==> config.mk <==
export PLATFORM = sky130hd
export DESIGN_NAME = dual_pulse_width_id_classifier
export DESIGN_NICKNAME = d
export VERILOG_FILES = /design/src/rtl/dpwid_pkg.sv /design/src/rtl/dpwid_classify.sv /design/src/rtl/dpwid_chan.sv /design/src/rtl/dual_pulse_width_id_classifier.sv
export VERILOG_INCLUDE_DIRS = /design/src /design/src/rtl
export SDC_FILE = /design/constraint.sdc
export NUM_CORES = 1
export LEC_CHECK = 0
export ABC_AREA = 1
export BUFFER_PORTS_ARGS = -buffer_cell sky130_fd_sc_hd__buf_2
export CAP_MARGIN = 20
export CORE_MARGIN = 2
export CORE_UTILIZATION = 35
export CTS_CLUSTER_DIAMETER = 40
export DETAILED_ROUTE_END_ITERATION = 8
export PLACE_DENSITY_LB_ADDON = 0.1
export SYNTH_ARGS = -nofsm -noshare
export SYNTH_HDL_FRONTEND = slang
export SYNTH_SLANG_ARGS = --single-unit
==> constraint.sdc <==
create_clock -name clk -period 6 [get_ports clk]
set_clock_uncertainty 0.15 [all_clocks]
set_input_delay 0.3 -clock clk [delete_from_list [all_inputs] [get_ports clk]]
set_output_delay 0.3 -clock clk [all_outputs]
set_load 0.005 [all_outputs]
==> src/rtl/dual_pulse_width_id_classifier_assert.svh <==
// assertion macros for the pulse width id classifier
// expects clk and rst in the scope of the including module
`ifndef DUAL_PULSE_WIDTH_ID_CLASSIFIER_ASSERT_SVH
`define DUAL_PULSE_WIDTH_ID_CLASSIFIER_ASSERT_SVH
`ifndef SYNTHESIS
// checked outside reset
`define DPWID_ASSERT(label, prop, msg) \
  label: assert property (@(posedge clk) disable iff (rst) prop) else $error(msg);
// checked on every edge, reset included
`define DPWID_ASSERT_ALWAYS(label, prop, msg) \
  label: assert property (@(posedge clk) prop) else $error(msg);
`else
`define DPWID_ASSERT(label, prop, msg)
`define DPWID_ASSERT_ALWAYS(label, prop, msg)
`endif
`endif

==> src/rtl/dpwid_pkg.sv <==
// shared types and constants of the pulse width id classifier
// no dependencies
`timescale 1ns / 1ps

package dpwid_pkg;

  localparam int TIMEOUT_W     = 20;
  localparam int ID_W          = 6;
  localparam int BIN_W         = 17;
  localparam int NUM_BINS      = 36;
  localparam logic [TIMEOUT_W-1:0] TIMEOUT_RESET = 20'd100000;
  localparam logic [BIN_W-1:0]     MIN_WIDTH     = 17'd5;

  typedef logic [BIN_W-1:0] bin_t;

  // upper bound (exclusive) of each id bin, id = index + 1
  localparam bin_t BIN_TOP [NUM_BINS] = '{
    17'd110,   17'd135,   17'd165,   17'd200,   17'd245,   17'd300,
    17'd360,   17'd430,   17'd515,   17'd620,   17'd750,   17'd910,
    17'd1100,  17'd1350,  17'd1650,  17'd2000,  17'd2450,  17'd3000,
    17'd3600,  17'd4300,  17'd5150,  17'd6200,  17'd7500,  17'd9100,
    17'd11000, 17'd13500, 17'd16500, 17'd20000, 17'd24500, 17'd30000,
    17'd36000, 17'd43000, 17'd51500, 17'd62000, 17'd75000, 17'd91000
  };

  // channel status codes
  typedef enum logic [1:0] {
    ST_VALID   = 2'd0,
    ST_INVALID = 2'd1,
    ST_TIMEOUT = 2'd2,
    ST_NOANS   = 2'd3
  } status_t;

  // channel phase, one-hot
  typedef enum logic [2:0] {
    PH_RISE = 3'b001,
    PH_FALL = 3'b010,
    PH_DONE = 3'b100
  } phase_t;

  // per-tick control from the scan sequencer to each channel
  typedef struct packed {
    logic step;   // an item is processed this cycle
    logic start;  // the item starts a scan
    logic scan;   // a scan is running and the item is a plain tick
  } chan_ctl_t;

endpackage

==> src/rtl/dpwid_classify.sv <==
// pulse width to board id lookup over the fixed bin table
// depends on dpwid_pkg
`timescale 1ns / 1ps

module dpwid_classify import dpwid_pkg::*; #(
  parameter int CNT_W = 20
) (
  input  logic [CNT_W-1:0] rise,
  input  logic [CNT_W-1:0] fall,
  output logic [ID_W-1:0]  id
);

  logic [CNT_W:0]      diff;
  logic [CNT_W-1:0]    width;
  logic [NUM_BINS-1:0] below;

  // width with borrow, borrow means falling before rising
  assign diff  = {1'b0, fall} - {1'b0, rise};
  assign width = diff[CNT_W-1:0];

  // independent compare against each bin top
  always_comb begin
    for (int i = 0; i < NUM_BINS; i++) begin
      below[i] = width < CNT_W'(BIN_TOP[i]);
    end
  end

  // first bin that holds the width; zero if none does, on a borrow or below MIN_WIDTH
  always_comb begin
    id = '0;
    for (int i = NUM_BINS - 1; i >= 0; i--) begin
      if (below[i]) begin
        id = ID_W'(i + 1);
      end
    end
    if (diff[CNT_W] || width < CNT_W'(MIN_WIDTH)) begin
      id = '0;
    end
  end

endmodule

==> src/rtl/dpwid_chan.sv <==
// one id channel: edge detect, time stamps, phase and held result
// depends on dpwid_pkg and dpwid_classify
`timescale 1ns / 1ps

module dpwid_chan import dpwid_pkg::*; #(
  parameter int CNT_W = 20
) (
  input  logic             clk,
  input  logic             rst,
  input  chan_ctl_t        ctl,
  input  logic             finish,
  input  logic [CNT_W-1:0] cnt,
  input  logic             lvl,
  output phase_t           phase_next,
  output status_t          status,
  output logic [ID_W-1:0]  id
);

  phase_t           phase;
  logic [CNT_W-1:0] rise_stamp, rise_stamp_next;
  logic [CNT_W-1:0] fall_stamp, fall_stamp_next;
  logic             prev_lvl;
  logic             rise_edge, fall_edge;
  logic [ID_W-1:0]  width_id;
  status_t          status_next;

  assign rise_edge = lvl & ~prev_lvl;
  assign fall_edge = ~lvl & prev_lvl;

  // phase and stamps for the current tick
  always_comb begin
    phase_next      = phase;
    rise_stamp_next = rise_stamp;
    fall_stamp_next = fall_stamp;
    if (ctl.step && ctl.start) begin
      phase_next = PH_RISE;
    end else if (ctl.step && ctl.scan) begin
      if (rise_edge) begin
        phase_next      = PH_FALL;
        rise_stamp_next = cnt;
      end else if (fall_edge) begin
        phase_next      = PH_DONE;
        fall_stamp_next = cnt;
      end
    end
  end

  dpwid_classify #(.CNT_W(CNT_W)) u_classify (
    .rise (rise_stamp_next),
    .fall (fall_stamp_next),
    .id   (width_id)
  );

  // status latched at the end of a scan
  always_comb begin
    unique case (phase_next)
      PH_DONE: status_next = (width_id != '0) ? ST_VALID : ST_INVALID;
      PH_FALL: status_next = ST_TIMEOUT;
      default: status_next = ST_NOANS;
    endcase
  end

  always_ff @(posedge clk) begin
    if (rst) begin
      phase      <= PH_RISE;
      rise_stamp <= '0;
      fall_stamp <= '0;
      prev_lvl   <= 1'b0;
      status     <= ST_NOANS;
      id         <= '0;
    end else if (ctl.step) begin
      phase      <= phase_next;
      rise_stamp <= rise_stamp_next;
      fall_stamp <= fall_stamp_next;
      prev_lvl   <= lvl;
      if (finish) begin
        status <= status_next;
        id     <= (phase_next == PH_DONE) ? width_id : '0;
      end
    end
  end

endmodule

==> src/rtl/dual_pulse_width_id_classifier.sv <==
// Dual pulse-width ID classifier. Takes one timer tick per cycle and gives one
// result per tick, after the tick passes the input register and then the
// result register that holds the clock line, busy flag and the latched
// status and ID of both channels. One item per cycle is sustained as long as
// out_ready stays high; the single pass from the input register through the
// tick counter, the edge stamps and the bin lookup sets the clock period.
// A start tick clears the counter and raises clock_line; the scan ends when
// both channels saw a falling edge, the counter reaches timeout_ticks or it saturates.
// Status and ID always show the last finished scan. cfg_data writes
// timeout_ticks and is taken in any cycle; write it only while idle.
// Depends on dpwid_pkg, dpwid_chan, dpwid_classify and the assertion header.
`timescale 1ns / 1ps
`include "dual_pulse_width_id_classifier_assert.svh"

module dual_pulse_width_id_classifier import dpwid_pkg::*; #(
  parameter int COUNTER_BITS = 20
) (
  input  logic                 clk,
  input  logic                 rst,
  // configuration
  input  logic                 cfg_valid,
  output logic                 cfg_ready,
  input  logic [TIMEOUT_W-1:0] cfg_data,
  // tick items
  input  logic                 in_valid,
  output logic                 in_ready,
  input  logic                 command,
  input  logic                 line_a_level,
  input  logic                 line_b_level,
  // result items
  output logic                 out_valid,
  input  logic                 out_ready,
  output logic                 clock_line,
  output logic                 scan_finished,
  output logic                 busy_res,
  output logic [1:0]           status_a,
  output logic [ID_W-1:0]      id_a,
  output logic [1:0]           status_b,
  output logic [ID_W-1:0]      id_b
);

  localparam int CMP_W = (COUNTER_BITS > TIMEOUT_W) ? COUNTER_BITS : TIMEOUT_W;
  localparam logic [COUNTER_BITS-1:0] CNT_MAX = '1;

  logic                    ireg_valid;
  logic                    ireg_cmd, ireg_lvl_a, ireg_lvl_b;
  logic                    res_free, step, in_fire;
  logic [TIMEOUT_W-1:0]    timeout_ticks;
  logic                    scanning, scanning_next;
  logic [COUNTER_BITS-1:0] tick_count, tick_count_next, cnt_new;
  logic                    finish;
  chan_ctl_t               ctl;
  phase_t                  phase_a_next, phase_b_next;
  status_t                 stat_a, stat_b;

  // handshakes
  assign res_free  = ~out_valid | out_ready;
  assign step      = ireg_valid & res_free;
  assign in_ready  = ~ireg_valid | res_free;
  assign in_fire   = in_valid & in_ready;
  assign cfg_ready = 1'b1;

  // configuration register
  always_ff @(posedge clk) begin
    if (rst) begin
      timeout_ticks <= TIMEOUT_RESET;
    end else if (cfg_valid) begin
      timeout_ticks <= cfg_data;
    end
  end

  // input register
  always_ff @(posedge clk) begin
    if (rst) begin
      ireg_valid <= 1'b0;
    end else if (in_fire) begin
      ireg_valid <= 1'b1;
    end else if (step) begin
      ireg_valid <= 1'b0;
    end
  end

  always_ff @(posedge clk) begin
    if (in_fire) begin
      ireg_cmd   <= command;
      ireg_lvl_a <= line_a_level;
      ireg_lvl_b <= line_b_level;
    end
  end

  // saturating tick count for this tick
  assign cnt_new = (tick_count == CNT_MAX) ? tick_count : tick_count + 1'b1;

  assign ctl.step  = step;
  assign ctl.start = ireg_cmd;
  assign ctl.scan  = ~ireg_cmd & scanning;

  // end of scan
  assign finish = step & ctl.scan &
                  ((phase_a_next == PH_DONE && phase_b_next == PH_DONE) ||
                   CMP_W'(cnt_new) >= CMP_W'(timeout_ticks) ||
                   cnt_new == CNT_MAX);

  // scan sequencer
  always_comb begin
    scanning_next   = scanning;
    tick_count_next = tick_count;
    priority if (ctl.start) begin
      scanning_next   = 1'b1;
      tick_count_next = '0;
    end else if (ctl.scan) begin
      tick_count_next = cnt_new;
      if (finish) begin
        scanning_next = 1'b0;
      end
    end else begin
      // idle tick, counter holds
      tick_count_next = tick_count;
    end
  end

  always_ff @(posedge clk) begin
    if (rst) begin
      scanning   <= 1'b0;
      tick_count <= '0;
    end else if (step) begin
      scanning   <= scanning_next;
      tick_count <= tick_count_next;
    end
  end

  dpwid_chan #(.CNT_W(COUNTER_BITS)) u_chan_a (
    .clk        (clk),
    .rst        (rst),
    .ctl        (ctl),
    .finish     (finish),
    .cnt        (cnt_new),
    .lvl        (ireg_lvl_a),
    .phase_next (phase_a_next),
    .status     (stat_a),
    .id         (id_a)
  );

  dpwid_chan #(.CNT_W(COUNTER_BITS)) u_chan_b (
    .clk        (clk),
    .rst        (rst),
    .ctl        (ctl),
    .finish     (finish),
    .cnt        (cnt_new),
    .lvl        (ireg_lvl_b),
    .phase_next (phase_b_next),
    .status     (stat_b),
    .id         (id_b)
  );

  // result register: held state doubles as the result payload
  always_ff @(posedge clk) begin
    if (rst) begin
      out_valid     <= 1'b0;
      scan_finished <= 1'b0;
    end else if (step) begin
      out_valid     <= 1'b1;
      scan_finished <= finish;
    end else if (out_ready) begin
      out_valid     <= 1'b0;
    end
  end

  assign clock_line = scanning;
  assign busy_res   = scanning;
  assign status_a   = stat_a;
  assign status_b   = stat_b;

  // checks
  `DPWID_ASSERT(a_finish_idle, out_valid && scan_finished |-> !busy_res, "finished while busy")
  `DPWID_ASSERT(a_id_a, (stat_a == ST_VALID) == (id_a != '0), "channel a status and id disagree")
  `DPWID_ASSERT(a_id_b, (stat_b == ST_VALID) == (id_b != '0), "channel b status and id disagree")
  `DPWID_ASSERT(a_finish_step, finish |=> scan_finished && !scanning, "scan end not shown")
  `DPWID_ASSERT_ALWAYS(a_reset, rst |=> !out_valid && !scanning, "state left by reset")

endmodule
==> results of run 1 <==
==> timing repair <==
action | 4_1_cts | 5_1_grt
hold buffers | 18 | 0
resized for setup | 27 | 216
setup buffers | 9 | 25
endpoints found under the setup margin | 5 | 10
pin swaps | 13 | 88
endpoints found under the hold margin | 18 | 0
==> cells by family after synthesis <==
| group | after synthesis | synth area share |
|---|---|---|
| other cells | 1 | 0.000329 |
| buf+inv | 325 | 0.109 |
| flops | 151 | 0.268 |
| xor+xnor | 29 | 0.0230 |
| mux | 22 | 0.0193 |
| fa+ha+maj | 57 | 0.0640 |
| simple gates | 903 | 0.338 |
| compound gates | 356 | 0.178 |
==> metal layers <==
layer | track usage | routed length, um
met2 | 0.430 | 20000
met5 | 0 | 0
met3 | 0.0267 | 1500
met1 | 0.298 | 18000
met4 | 0.0944 | 1220
==> per-stage QoR <==
stage          cells  setup TNS (ns)  total power [mW]
5_1_grt         2723           -1.78              2.74
3_3_place_gp    2640          -0.581              1.48
4_1_cts         2699        -0.00244              2.62
3_5_place_dp    2640          -0.790              1.47
2_1_floorplan   1844               0              1.30
6_report        2723               0              2.61
==> Yosys cell counts, types with 2 or more instances <==
cell	number
a31o_2	2
edfxtp_1	3
ha_1	55
nand3b_1	5
nor2_2	7
buf_4	3
o21ai_0	104
clkbuf_1	30
o31ai_1	4
buf_2	3
a21boi_0	10
nand3_2	7
dfxtp_1	148
mux2i_1	22
fa_1	2
o21bai_1	5
nor3_1	23
inv_2	12
o211ai_1	16
nand4_1	24
o311ai_0	5
buf_1	5
a21oi_1	154
nand2_1	457
nor2_4	4
xor2_1	22
clkinv_1	3
a211oi_1	5
o21ai_1	6
a31oi_1	13
or2_2	9
nand2_2	29
a21boi_1	2
o21a_1	19
nor2_1	238
nor4_1	6
nand3_1	89
inv_1	267
xnor2_1	6
==> worst register-to-register path, delay by kind of cell, from the launching register on <==
| kind | cells | cell delay (ns) |
|---|---|---|
| simple gates | 50 | 3.30 |
| compound gates | 6 | 1.00 |
| fa+ha+maj | 2 | 0.42 |
| xor+xnor | 2 | 0.42 |
| flops | 1 | 0.34 |
| buf+inv | 2 | 0.14 |
==> worst paths after layout <==
check	from	endpoint	cells past startpoint
min reg2reg	timeout_ticks[19]	timeout_ticks[19]	2
max reg2reg	tick_count[1]	u_chan_b.status[0]	62
max	tick_count[1]	u_chan_b.status[0]	62
min	cfg_data[13]	timeout_ticks[13]	3
==> power by group <==
group	switching, mW	leakage (nW)	internal (mW)
clock network	0.478	0.292	0.645
logic	0.265	6.90	0.198
registers	0.00479	1.23	1.02
==> final cells by class <==
type,instances,area [um2]
clock buffer,21,460
clock inverter,11,139
fill,3334,15700
inverter,283,1080
multi-input combinational,1368,7980
sequential,151,3060
tap,442,553
timing repair buffer,447,3350
==> sequential cells by signal, summed over array words and instances (netlist names), 2 cells and up, named ones only <==
register,flops
tick_count,20
timeout_ticks,20
u_chan_a.fall_stamp,19
u_chan_a.id,6
u_chan_a.phase,3
u_chan_a.rise_stamp,20
u_chan_a.status,2
u_chan_b.fall_stamp,20
u_chan_b.id,6
u_chan_b.phase,3
u_chan_b.rise_stamp,20
u_chan_b.status,2
==> flow_metrics.env, run 1 <==
export IMPL_synth_nets=1929
export IMPL_path_clk_slew_ns=0.07
export IMPL_crit_path_max_incr_delay_ns=0.34
export IMPL_antenna_cells=0
export IMPL_cp_num_buf_inv=2
export IMPL_async_flop_share=0
export IMPL_power_leakage_nw=8.42
export IMPL_routed_wl_mm=40.7
export IMPL_dp_hpwl_mm=32.1
export IMPL_setup_viol=0
export IMPL_cts_root_buffer="clkbuf_16"
export IMPL_syn_cell_area_um2=11400
export IMPL_place_area_um2=14700
export IMPL_via_per_inst=4.84
export IMPL_synthTopCellsByArea="dfxtp_1 26%, nand2_1 15%, inv_1 8.8%, nor2_1 7.8%, a21oi_1 6.8%"
export IMPL_status="complete, no violations"
export IMPL_rsz0062_at_grt="true"
export IMPL_final_core_util=0.515
export IMPL_synth_area_leader_cell="dfxtp_1"
export IMPL_finalInstanceArea_um2=16600
export IMPL_worst_pin_slew_ns=0.923
export IMPL_synthFlopType="dfxtp_1"
export IMPL_insertion_delay_ns=0.44
export IMPL_pre_cts_slack_ns=-0.264
export IMPL_report_final_slew_viol_count=0
export IMPL_drtIter0Drc=850
export IMPL_cts_tree="done"
export IMPL_start_kind="flip-flop"
export IMPL_cpMostUsedCell="nand2_1"
export IMPL_yosysWarnings=0
export IMPL_synth_cells=1844
export IMPL_postSynthAreaPerCell_um2=6.17
export IMPL_hold_viol=0
export IMPL_synth_distinct_cells=59
export IMPL_cp_slowest_cell="dfxtp_2"
export IMPL_drive_gt1_frac=0.310
export IMPL_synth_seq_cells=151
export IMPL_fmax_mhz=170
export IMPL_die_h_um=184
export IMPL_grt_overflow_total=0
export IMPL_grt_usage=0.242
export IMPL_peakVddDrop_mv=0.180
export IMPL_maxCapViolCount=0
export IMPL_fin_nets=2353
export IMPL_yosysSeqAreaShare=0.268
export IMPL_wire_per_inst_um=15.0
export IMPL_grt_pass1_vias=12700
export IMPL_grt_pass1_wl_mm=64.4
export IMPL_p_per_area_nw_per_um2=157
export IMPL_place_port_buffers=48
export IMPL_antenna_found_initial=0
export IMPL_drcViolationCount=0
export IMPL_min_path_type="input pin to flip-flop"
export IMPL_layout_setup_ws_ns=0.129
export IMPL_antenna_left=0
export IMPL_critPathArrivalTime_ns=6.10
export IMPL_h_tree_depth=4
export IMPL_area_growth_synth_to_final_pct=46.0
export IMPL_layout_commonest_cell="nand2_1"
export IMPL_numCtsBuffers=17
export IMPL_finalCritPeriodShare=0.979
export IMPL_cts_max_path_buffers=2
export IMPL_dr_pass1_iters=5
export IMPL_synth_edff_count=3
export IMPL_slew_headroom=0.384
export IMPL_grt_max_degree=81
export IMPL_worstSetupPathType="flip-flop to flip-flop"
export IMPL_crit_fanout=6
export IMPL_period_needed_ns=5.87
export IMPL_worstSetupEndpointType="flip-flop"
export IMPL_rows=66
export IMPL_clock_sinks=151
export IMPL_dieArea_um2=34000
export IMPL_core_area_um2=32300
export IMPL_layout_common_cells="431 x nand2_1, 371 x buf_4, 248 x inv_1"
export IMPL_initial_utilization=0.353
export IMPL_crit_family="simple AND/OR/NAND/NOR gates"
export IMPL_io_pin_count=50
export IMPL_gp_congestion=0.978
export IMPL_die_w_um=184
export IMPL_yosys_area_top_type_share=0.260
export IMPL_r2r_slack_ns=0.13
export IMPL_vias=13200
export IMPL_required_ns=6.23
export IMPL_whs_ns=0.00262
Power figures use the tool's default switching activity.
==> run 2, diff against run 1 <==
==> constraint.sdc (replaced) <==
create_clock -name clk -period 6.75 [get_ports clk]
set_clock_uncertainty 0.15 [all_clocks]
set_input_delay 0.3375 -clock clk [delete_from_list [all_inputs] [get_ports clk]]
set_output_delay 0.3375 -clock clk [all_outputs]
set_load 0.005 [all_outputs]
==> run 2 against run 1 <==
  * Cell count down 10%
  * Die area unchanged
  * Setup slack better by 0.49 ns
  * Core utilization fell by 8.2 points
  * Non-clock buffer count decreased by 285
  * Combinational power decreased by 25%
  * Global-route usage fell by 1.5 points
  * Highest routed layer unchanged
==> flow_metrics.env, run 2 (synthesized netlist as in run 1, its figures left out) <==
export IMPL_antenna_found_initial=0
export IMPL_worst_path_stages=62
export IMPL_gp_congestion=0.929
export IMPL_peakVddDrop_mv=0.220
export IMPL_cts_max_path_buffers=2
export IMPL_finalCritPeriodShare=0.908
export IMPL_die_h_um=184
export IMPL_cp_num_buf_inv=5
export IMPL_drive_gt1_frac=0.180
export IMPL_grt_usage=0.227
export IMPL_dp_hpwl_mm=29.8
export IMPL_drtIter0Drc=814
export IMPL_dieArea_um2=34000
export IMPL_path_clk_slew_ns=0.07
export IMPL_insertion_delay_ns=0.45
export IMPL_io_pin_count=50
export IMPL_finalInstanceArea_um2=14000
export IMPL_clock_sinks=151
export IMPL_numCtsBuffers=17
export IMPL_setup_viol=0
export IMPL_wire_per_inst_um=15.4
export IMPL_via_per_inst=4.99
export IMPL_place_port_buffers=48
export IMPL_critPathArrivalTime_ns=6.31
export IMPL_layout_commonest_cell="nand2_1"
export IMPL_fin_nets=2068
export IMPL_fmax_mhz=163
export IMPL_crit_path_max_incr_delay_ns=0.43
export IMPL_area_growth_synth_to_final_pct=22.8
export IMPL_cpMostUsedCell="nand2_1"
export IMPL_rr_worst_depth=62
export IMPL_whs_ns=0.0291
export IMPL_dr_pass1_iters=7
export IMPL_required_ns=6.93
export IMPL_grt_max_degree=79
export IMPL_slew_headroom=0.396
export IMPL_cts_root_buffer="clkbuf_16"
export IMPL_rows=66
export IMPL_layout_cells_non_filler=2438
export IMPL_report_final_slew_viol_count=0
export IMPL_hold_viol=0
export IMPL_h_tree_depth=4
export IMPL_antenna_cells=0
export IMPL_power_mw=2.21
export IMPL_cp_slowest_cell="ha_2"
export IMPL_drcViolationCount=0
export IMPL_place_area_um2=12700
export IMPL_post_place_cells=2380
export IMPL_min_path_type="input pin to flip-flop"
export IMPL_grt_pass1_wl_mm=60.4
export IMPL_grt_overflow_total=0
export IMPL_p_per_area_nw_per_um2=158
export IMPL_crit_family="simple AND/OR/NAND/NOR gates"
export IMPL_period_needed_ns=6.13
export IMPL_initial_utilization=0.353
export IMPL_vias=12200
export IMPL_layout_common_cells="445 x nand2_1, 264 x inv_1, 219 x nor2_1"
export IMPL_die_w_um=184
export IMPL_status="complete, no violations"
export IMPL_power_leakage_nw=7.02
export IMPL_crit_fanout=7
export IMPL_min_path_cells=3
export IMPL_cts_tree="done"
export IMPL_worstSetupEndpointType="flip-flop"
export IMPL_final_core_util=0.433
export IMPL_antenna_left=0
export IMPL_routed_wl_mm=37.6
export IMPL_worst_pin_slew_ns=0.906
export IMPL_worstSetupPathType="flip-flop to flip-flop"
export IMPL_maxCapViolCount=0
export IMPL_start_kind="flip-flop"
export IMPL_core_area_um2=32300
export IMPL_grt_pass1_vias=11600
-- run 2: what timing repair did --
action,4_1_cts,5_1_grt
hold endpoints to repair,11,0
hold buffers,11,0
pin swaps,0,27
setup endpoints to repair,1,8
gates resized for setup,1,132
setup buffers,0,15
-- run 2: path summary, 6_finish.rpt --
kind                   from                 end  slack, ns
max           tick_count[0]  u_chan_a.status[0]       0.62
min            cfg_data[19]   timeout_ticks[19]       0.03
max reg2reg   tick_count[0]  u_chan_a.status[0]       0.62
min reg2reg  u_chan_b.id[1]      u_chan_b.id[1]       0.31
-- run 2: area by class of cell --
class / count / area [um2]
Multi-Input combinational cell: 1368 / 7540
Sequential cell: 151 / 3080
Fill cell: 3456 / 18300
Clock buffer: 20 / 447
Inverter: 283 / 1070
Timing Repair Buffer: 162 / 1150
Tap cell: 442 / 553
Clock inverter: 12 / 140
-- run 2: worst reg2reg max path, delay by kind of cell, from the launching register on --
| kind | cells | cell delay (ns) |
|---|---|---|
| xor+xnor | 1 | 0.17 |
| buf+inv | 5 | 0.56 |
| flops | 1 | 0.35 |
| simple gates | 52 | 3.93 |
| compound gates | 2 | 0.26 |
| fa+ha+maj | 2 | 0.58 |
-- run 2: per-layer routing --
layer	global-route usage	part of all wire	up-vias
li1	-	-	6225
met1	0.293	0.46	5581
met2	0.389	0.48	290
met3	0.0292	0.035	81
met4	0.0800	0.031	0
met5	0	0	-
-- run 2: power by group --
group,total (mW),internal (mW),switching (mW)
sequential,0.909,0.905,0.00438
clock,0.961,0.559,0.401
combinational,0.345,0.118,0.227
total,2.21,1.58,0.632
-- run 2: through the flow --
stage | setup slack, ns | TNS (ns)
2_1_floorplan | 0.548 | 0
4_1_cts | 0.0285 | 0
3_5_place_dp | 0.0354 | 0
6_report | 0.618 | 0
3_3_place_gp | 0.0959 | 0
5_1_grt | -0.0610 | -0.108
==> run 3, diff against run 2 <==
==> constraint.sdc (replaced) <==
create_clock -name clk -period 6.19 [get_ports clk]
set_clock_uncertainty 0.15 [all_clocks]
set_input_delay 0.3095 -clock clk [delete_from_list [all_inputs] [get_ports clk]]
set_output_delay 0.3095 -clock clk [all_outputs]
set_load 0.005 [all_outputs]
==> run 3 against run 2 <==
  * Cell count grew 7.3%
  * Fmax grew 6.1%
  * Die area is the same
  * First-iteration DRC count shrank 19%
  * Largest cell class unchanged
  * Largest power group unchanged
==> flow_metrics.env, run 3 (synthesized netlist as in run 1, its figures left out) <==
export IMPL_finalInstanceArea_um2=16000
export IMPL_power_leakage_nw=7.98
export IMPL_antenna_left=0
export IMPL_min_path_type="input pin to flip-flop"
export IMPL_dp_hpwl_mm=31.4
export IMPL_worstSetupEndpointType="flip-flop"
export IMPL_worstSetupPathType="flip-flop to flip-flop"
export IMPL_whs_ns=0.0174
export IMPL_layout_common_cells="431 x nand2_1, 266 x buf_4, 244 x inv_1"
export IMPL_dr_pass1_iters=5
export IMPL_gp_congestion=0.939
export IMPL_fin_nets=2245
export IMPL_grt_usage=0.235
export IMPL_insertion_delay_ns=0.43
export IMPL_min_path_cells=3
export IMPL_multi_input_area_um2=8220
export IMPL_wire_per_inst_um=15.3
export IMPL_area_growth_synth_to_final_pct=40.7
export IMPL_crit_fanout=6
export IMPL_required_ns=6.36
export IMPL_critPathArrivalTime_ns=5.95
export IMPL_rows=66
export IMPL_io_pin_count=50
export IMPL_place_port_buffers=48
export IMPL_worst_pin_slew_ns=0.934
export IMPL_n_fill_cell=3385
export IMPL_drtIter0Drc=658
export IMPL_grt_pass1_vias=12100
export IMPL_antenna_found_initial=0
export IMPL_cts_tree="done"
export IMPL_peakVddDrop_mv=0.219
export IMPL_period_needed_ns=5.78
export IMPL_dieArea_um2=34000
export IMPL_grt_max_degree=83
export IMPL_setup_viol=0
export IMPL_finalCritPeriodShare=0.934
export IMPL_fmax_mhz=173
export IMPL_cpMostUsedCell="nand2_1"
export IMPL_rsz0062_at_grt="true"
export IMPL_place_area_um2=13900
export IMPL_die_h_um=184
export IMPL_path_clk_slew_ns=0.07
export IMPL_crit_path_max_incr_delay_ns=0.33
export IMPL_maxCapViolCount=0
export IMPL_start_kind="flip-flop"
export IMPL_cts_max_path_buffers=2
export IMPL_h_tree_depth=4
export IMPL_routed_wl_mm=40.0
export IMPL_power_mw=2.43
export IMPL_core_area_um2=32300
export IMPL_grt_pass1_wl_mm=62.7
export IMPL_cts_root_buffer="clkbuf_16"
export IMPL_p_per_area_nw_per_um2=152
export IMPL_cp_slowest_cell="dfxtp_2"
export IMPL_layout_commonest_cell="nand2_1"
export IMPL_final_seq_area_um2=3060
export IMPL_vias=12700
export IMPL_slew_headroom=0.377
export IMPL_drive_gt1_frac=0.297
export IMPL_rr_worst_depth=56
export IMPL_initial_utilization=0.353
export IMPL_numCtsBuffers=17
export IMPL_die_w_um=184
export IMPL_drcViolationCount=0
export IMPL_grt_overflow_total=0
export IMPL_via_per_inst=4.86
export IMPL_hold_viol=0
export IMPL_report_final_slew_viol_count=0
export IMPL_antenna_cells=0
export IMPL_status="complete, no violations"
export IMPL_clock_sinks=151
[run 3: cell count changes in the layout (fill, tap and decap cells not counted), moves of 7 or more]
cell,delta
buf_4,+165
a21oi_1,-20
inv_1,-20
ha_1,-17
inv_2,+17
a21oi_2,+15
nand2_1,-14
ha_4,+13
o21ai_0,-11
nor2_1,-10
buf_6,+8
nand2_4,+8
nand3_1,-7
[run 3: worst max-delay path: cells and delay by family, from the launching register on]
family                   cells  cell delay (ns)
buffers and inverters        7             0.71
flip-flops                   1             0.33
adder cells (fa/ha/maj)      2             0.36
XOR/XNOR                     1             0.23
AO/OA/AOI/OAI                3             0.60
AND/OR/NAND/NOR             43             3.29
[run 3: worst paths after layout]
| kind | slack, ns | to | from |
|---|---|---|---|
| worst min-delay path | 0.02 | timeout_ticks[12] | cfg_data[12] |
| worst max register to register | 0.41 | u_chan_a.status[0] | tick_count[1] |
| worst min register to register | 0.31 | u_chan_b.id[1] | u_chan_b.id[1] |
| worst max-delay path | 0.41 | u_chan_a.status[0] | tick_count[1] |
[run 3: per-layer routing]
metal	track usage	up-vias	wire length, um
met3	0.0346	49	1140
li1	-	6587	-
met1	0.292	5866	18200
met4	0.0768	0	994
met2	0.417	215	19700
met5	0	-	0
[run 3: report_power, final]
part	switching, mW	internal, mW
logic	0.250	0.173
clock network	0.470	0.540
registers	0.00504	0.987
total	0.725	1.70
[run 3: through the flow]
stage          std cells  setup WS, ns  utilization  setup TNS [ns]
5_1_grt             2615        -0.282        0.496          -0.873
6_report            2615         0.410        0.496               0
4_1_cts             2584       0.00206        0.453               0
3_5_place_dp        2538        -0.114        0.430          -0.371
2_1_floorplan       1844        0.0122            -               0
3_3_place_gp        2538        -0.218        0.430          -0.544
[run 3: final cells by class]
class	instances	area share
clock buffer	18	0.0274
clock inverter	14	0.00789
inverter	283	0.0674
multi-input combinational	1368	0.513
sequential	151	0.191
tap	442	0.0345
timing repair buffer	339	0.158
[run 3: repair_timing]
item | 4_1_cts | 5_1_grt
hold endpoints to repair | 14 | 0
gates resized for setup | 13 | 289
hold buffers | 14 | 0
buffers inserted | 0 | 31
endpoints found under the setup margin | 4 | 6
pin swaps | 2 | 88
